$ cat config.mk
export PLATFORM = sky130hd
export DESIGN_NAME = pcm_cell
export DESIGN_NICKNAME = d
export VERILOG_FILES = /design/src/rtl/core/pcm_pkg.sv /design/src/rtl/core/pcm_cell.sv
export SDC_FILE = /design/constraint.sdc
export NUM_CORES = 1
export LEC_CHECK = 0
export BUFFER_PORTS_ARGS = -buffer_cell sky130_fd_sc_hd__buf_2
export CAP_MARGIN = 0
export CELL_PAD_IN_SITES_DETAIL_PLACEMENT = 0
export CELL_PAD_IN_SITES_GLOBAL_PLACEMENT = 1
export CORE_MARGIN = 5
export CORE_UTILIZATION = 34
export DETAILED_ROUTE_END_ITERATION = 6
export PLACE_DENSITY = 0.85
export SLEW_MARGIN = 25
export SYNTH_ARGS = -nofsm -noshare
export SYNTH_HDL_FRONTEND = slang
export SYNTH_SLANG_ARGS = --single-unit
$ cat constraint.sdc
create_clock -name clk -period 2.47 [get_ports clk]
set_input_delay 0.6175 -clock clk [delete_from_list [all_inputs] [get_ports clk]]
set_output_delay 0.6175 -clock clk [all_outputs]
set_load 0.02 [all_outputs]
$ cat src/rtl/core/pcm_pkg.sv
// Shared constants and types for the position clump merger.
package pcm_pkg;

	localparam int MAX_CLUMPS_DEF    = 256;
	localparam int POSITION_BITS_DEF = 28;

	localparam int SEQ_W    = 8;
	localparam int WINDOW_W = 16;
	localparam int HSCORE_W = 16;
	localparam int SUM_W    = 32;
	localparam int OUTIDX_W = 8;

	localparam logic [WINDOW_W-1:0] WINDOW_RESET = 16'd25;

	typedef enum logic [1:0] {
		ST_IDLE,
		ST_SCAN,
		ST_COMMIT
	} pcm_state_t;

endpackage

$ cat src/rtl/core/pcm_cell.sv
// One table slot: holds a clump and passes the newest-match record down the chain.
module pcm_cell #(
	parameter int SLOT          = 0,
	parameter int MAX_CLUMPS    = pcm_pkg::MAX_CLUMPS_DEF,
	parameter int POSITION_BITS = pcm_pkg::POSITION_BITS_DEF,
	parameter int IDX_W         = $clog2(MAX_CLUMPS),
	parameter int CNT_W         = $clog2(MAX_CLUMPS + 1)
) (
	input  logic                         clk,
	input  logic                         arst_n,
	// Hit under search, held stable by the top level.
	input  logic [pcm_pkg::SEQ_W-1:0]    hit_seq,
	input  logic [POSITION_BITS-1:0]     win_lo,
	input  logic [POSITION_BITS:0]       win_hi,
	input  logic [CNT_W-1:0]             used,
	// Broadcast write port.
	input  logic                         wr_en,
	input  logic [IDX_W-1:0]             wr_idx,
	input  logic [pcm_pkg::SEQ_W-1:0]    wr_seq,
	input  logic [POSITION_BITS-1:0]     wr_start,
	input  logic [POSITION_BITS-1:0]     wr_end,
	input  logic [pcm_pkg::SUM_W-1:0]    wr_score,
	// Record from the next higher slot.
	input  logic                         in_found,
	input  logic [IDX_W-1:0]             in_idx,
	input  logic [POSITION_BITS-1:0]     in_start,
	input  logic [POSITION_BITS-1:0]     in_end,
	input  logic [pcm_pkg::SUM_W-1:0]    in_score,
	// Record toward the next lower slot.
	output logic                         out_found,
	output logic [IDX_W-1:0]             out_idx,
	output logic [POSITION_BITS-1:0]     out_start,
	output logic [POSITION_BITS-1:0]     out_end,
	output logic [pcm_pkg::SUM_W-1:0]    out_score
);
	import pcm_pkg::*;

	logic [SEQ_W-1:0]         seq_q;
	logic [POSITION_BITS-1:0] start_q;
	logic [POSITION_BITS-1:0] end_q;
	logic [SUM_W-1:0]         score_q;

	logic                     found_q;
	logic [IDX_W-1:0]         idx_q;
	logic [POSITION_BITS-1:0] rec_start_q;
	logic [POSITION_BITS-1:0] rec_end_q;
	logic [SUM_W-1:0]         rec_score_q;

	logic occupied;
	logic match;

	assign occupied = used > CNT_W'(SLOT);
	assign match = occupied && (seq_q == hit_seq) &&
		(win_hi >= {1'b0, start_q}) && (win_lo <= end_q);

	always_ff @(posedge clk) begin
		if (wr_en && (wr_idx == IDX_W'(SLOT))) begin
			seq_q   <= wr_seq;
			start_q <= wr_start;
			end_q   <= wr_end;
			score_q <= wr_score;
		end
	end

	// A record found higher up is newer and always wins over this slot.
	always_ff @(posedge clk or negedge arst_n) begin
		if (!arst_n) begin
			found_q <= 1'b0;
		end else begin
			found_q <= in_found || match;
		end
	end

	always_ff @(posedge clk) begin
		if (in_found) begin
			idx_q       <= in_idx;
			rec_start_q <= in_start;
			rec_end_q   <= in_end;
			rec_score_q <= in_score;
		end else begin
			idx_q       <= IDX_W'(SLOT);
			rec_start_q <= start_q;
			rec_end_q   <= end_q;
			rec_score_q <= score_q;
		end
	end

	assign out_found = found_q;
	assign out_idx   = idx_q;
	assign out_start = rec_start_q;
	assign out_end   = rec_end_q;
	assign out_score = rec_score_q;

endmodule

==> flow_summary_export.csv <==
group,metric,value,unit
final_layout,final_cells,1254,
global_routing,grt_overflow,0,
setup_path,slowest_stage,"edfxtp_1",
drt,wl_per_cell,16.3,µm
clock_network,cts_setup_buffers,0,
floorplan,die_h,157,µm
timing,period_share,84.0,%
timing,final_max_slew_viol_count,0,
final_layout,multi_input_area,2290,µm²
timing,hold_viol,0,
setup_path,reg2reg_setup_slack,390,ps
final_layout,final_common_cell,"buf_2",
setup_path,path_cells,"inv_1 > ha_1 > nand4b_1 > nor4_1 > nand3_1 > a21oi_1 > a211oi_1 > buf_4 > a221oi_2",
timing,relSlewSlack,72.7,%
yosys,mappedNetlistNets,909,
yosys,syn-cell-area,7390,µm²
floorplan,coreArea,21600,µm²
setup_path,path_max_fanout,3,
floorplan,initial_core_util,34.2,%
timing,setup_ws,394,ps
drt,post_drt_via_cell_ratio,4.49,
drt,antenna_left,0,
global_routing,antenna_found_initial,2,
pwr,vdd_drop_max,0.000472,V
clock_network,cts_hold_buf,1,
yosys,synth_top_family_by_area,"adder cells",
clock_network,clk_pin_slew,80,ps
final_layout,final_util,47.8,%
placement,place_inst,1220,
yosys,synthAdderAreaFrac,9.48,%
job,cap_violations,0,
placement,dpl.hpwl,16500,µm
yosys,synth_edf_count,96,
clock_network,cts_resized,0,
yosys,netlist_instances,575,
drt,dr_total_vias,5636,
placement,placed_area,9700,µm²
timing,fin_crit,2080,ps
final_layout,final_cell_mix,"buf_2 (373), edfxtp_1 (96), dfxtp_1 (96), nand2_1 (63), o21ai_0 (60)",
setup_path,cp.arrival,2400,ps
setup_path,cp.required,2790,ps
clock_network,htree_levels,4,
clock_network,cts-buffers-inserted,17,
global_routing,grt_pass1_vias,5768,
clock_network,ctsLongestPathBuffers,2,
yosys,synth_warnings,0,
clock_network,root_buffer,"clkbuf_16",
outcome,status,"finished, final reports clean",
floorplan,rows,54,
timing,whs,360,ps
floorplan,die-area,24800,µm²
pwr,powerDensity,678,nW/µm²
global_routing,grt_use_total,15.8,%
yosys,synthMuxAreaShare,5.18,%
timing,fmax,482,MHz
yosys,synth_compound_area_share,7.55,%
placement,gp_congestion,0.874,
yosys,ys_seq_elements,193,
floorplan,die_w,157,µm
timing,fin_worst_skew,14.1,ps
global_routing,grt_pass1_wl,30000,µm
yosys,async_reset_ff_share,0.518,%
drt,drc_errors,0,
setup_path,critPathMaxStageDelay,380,ps
setup_path,r2r_start,"start_q[27]$_DFFE_PP_",
yosys,synthXorXnorAreaFrac,0.948,%
drt,drt_first_pass_iters,4,
final_layout,fillers,2035,
clock_network,clock_latency,430,ps
final_layout,final_nets,1294,
timing,fin_tns_setup,0,ps
placement,pre_cts_slack,78.5,ps
final_layout,drive_gt1_share,46.8,%
timing,setup_viol_count_final,0,
timing,worstMarginPinSlew,407,ps
pwr,power,7.00,mW
placement,port_buffers,374,
drt,drt_iter0_markers,264,
setup_path,crit_type,"flop to flop",
final_layout,regArea,4830,µm²
floorplan,ioPinCount,375,
clock_network,cts_sinks,193,
pwr,p_leak,4.82,nW
global_routing,grt_max_degree,80,
setup_path,start_kind,"flop",
yosys,synth_cell_types,41,
min_path,hp-start,"wr_start[19]",
yosys,avgSynthCellArea,12.9,µm²
clock_network,cts_tree,"yes",
drt,wl,20500,µm
final_layout,final_area,10300,µm²
setup_path,end_kind,"flop",
yosys,synth_flop_cell,"edfxtp_1",
yosys,seq_area_frac_synth,65.3,%
timing,rsz0062_at_grt,"false",
setup_path,setup.worst_path.start,"start_q[27]$_DFFE_PP_",
final_layout,area_delta_synth_final,39.7,%
yosys,synth-simple-area-share,7.46,%
min_path,hp-class,"primary input to flop",
area by class of cell:
type	instances	share of cell area (%)
well taps	280	3.39
clock inverters	14	1.79
inverters	58	2.11
multi-input cells	307	22.2
clock buffers	18	4.16
diodes	1	0.0242
repair buffers	383	19.6
flip-flops and latches	193	46.8
worst max-delay path, delay by kind of cell (launching register included):
kind                       cells  cell delay, ps
and+or+nand+nor                3             640
AOI/OAI and AO/OA              3             410
DFF                            1             380
adders and majority gates      1             310
buffers and inverters          2             220
layer usage:
layer	part of all wire [%]	GRT usage [%]	wire length (µm)	vias up
li1	-	-	-	2803
met1	40	18.6	8100	2563
met2	49	26.4	9930	243
met3	9.8	6.24	2010	25
met4	2.0	5.28	417	2
met5	0.064	0	13	-
final timing paths:
check / end / cells after the start
max: out_found$_DFF_PN0_ / 9
min: start_q[19]$_DFFE_PP_ / 1
max reg2reg: out_found$_DFF_PN0_ / 9
min reg2reg: out_score[6]$_DFF_P_ / 1
max in group asynchronous: out_found$_DFF_PN0_ / 2
min in group asynchronous: out_found$_DFF_PN0_ / 2
flip-flops by register name, indices dropped and copies added, names as in the netlist:
register / count
out_score: 32
score_q: 32
end_q: 28
out_end: 28
out_start: 28
start_q: 28
out_idx: 8
seq_q: 8
out_found: 1
cell families after synthesis:
family,after synthesis
flops,193
simple gates,110
compound gates,99
buf+inv,75
fa+ha+maj,56
mux,34
xor+xnor,8
power by group:
part / leakage (nW) / internal [mW] / switching (mW) / total, mW
clock network: 0.296 / 1.47 / 1.39 / 2.86
logic: 2.84 / 0.323 / 0.349 / 0.673
registers: 1.68 / 3.45 / 0.0215 / 3.47
total: 4.82 / 5.24 / 1.76 / 7.00
synth_stat cells (2+ instances only):
master | count | area, µm²
o2111ai_1 | 2 | 17.5
a21oi_1 | 20 | 100
nand3_1 | 4 | 20.0
nor3_1 | 3 | 15.0
nor4_1 | 4 | 25.0
a211oi_1 | 5 | 37.5
nor2_1 | 6 | 22.5
buf_1 | 5 | 18.8
ha_1 | 56 | 701
nor2b_1 | 2 | 12.5
clkbuf_1 | 10 | 37.5
xor2_1 | 8 | 70.1
o211ai_1 | 3 | 22.5
nand4_1 | 8 | 50.1
o21ai_0 | 60 | 300
nand2_1 | 63 | 236
edfxtp_1 | 96 | 2880
dfxtp_1 | 96 | 1920
o221ai_1 | 2 | 17.5
and2_1 | 8 | 50.1
mux2_2 | 34 | 383
a21o_1 | 3 | 22.5
and4_1 | 2 | 17.5
inv_1 | 58 | 218
No activity file was read; power rests on OpenSTA's default activity.
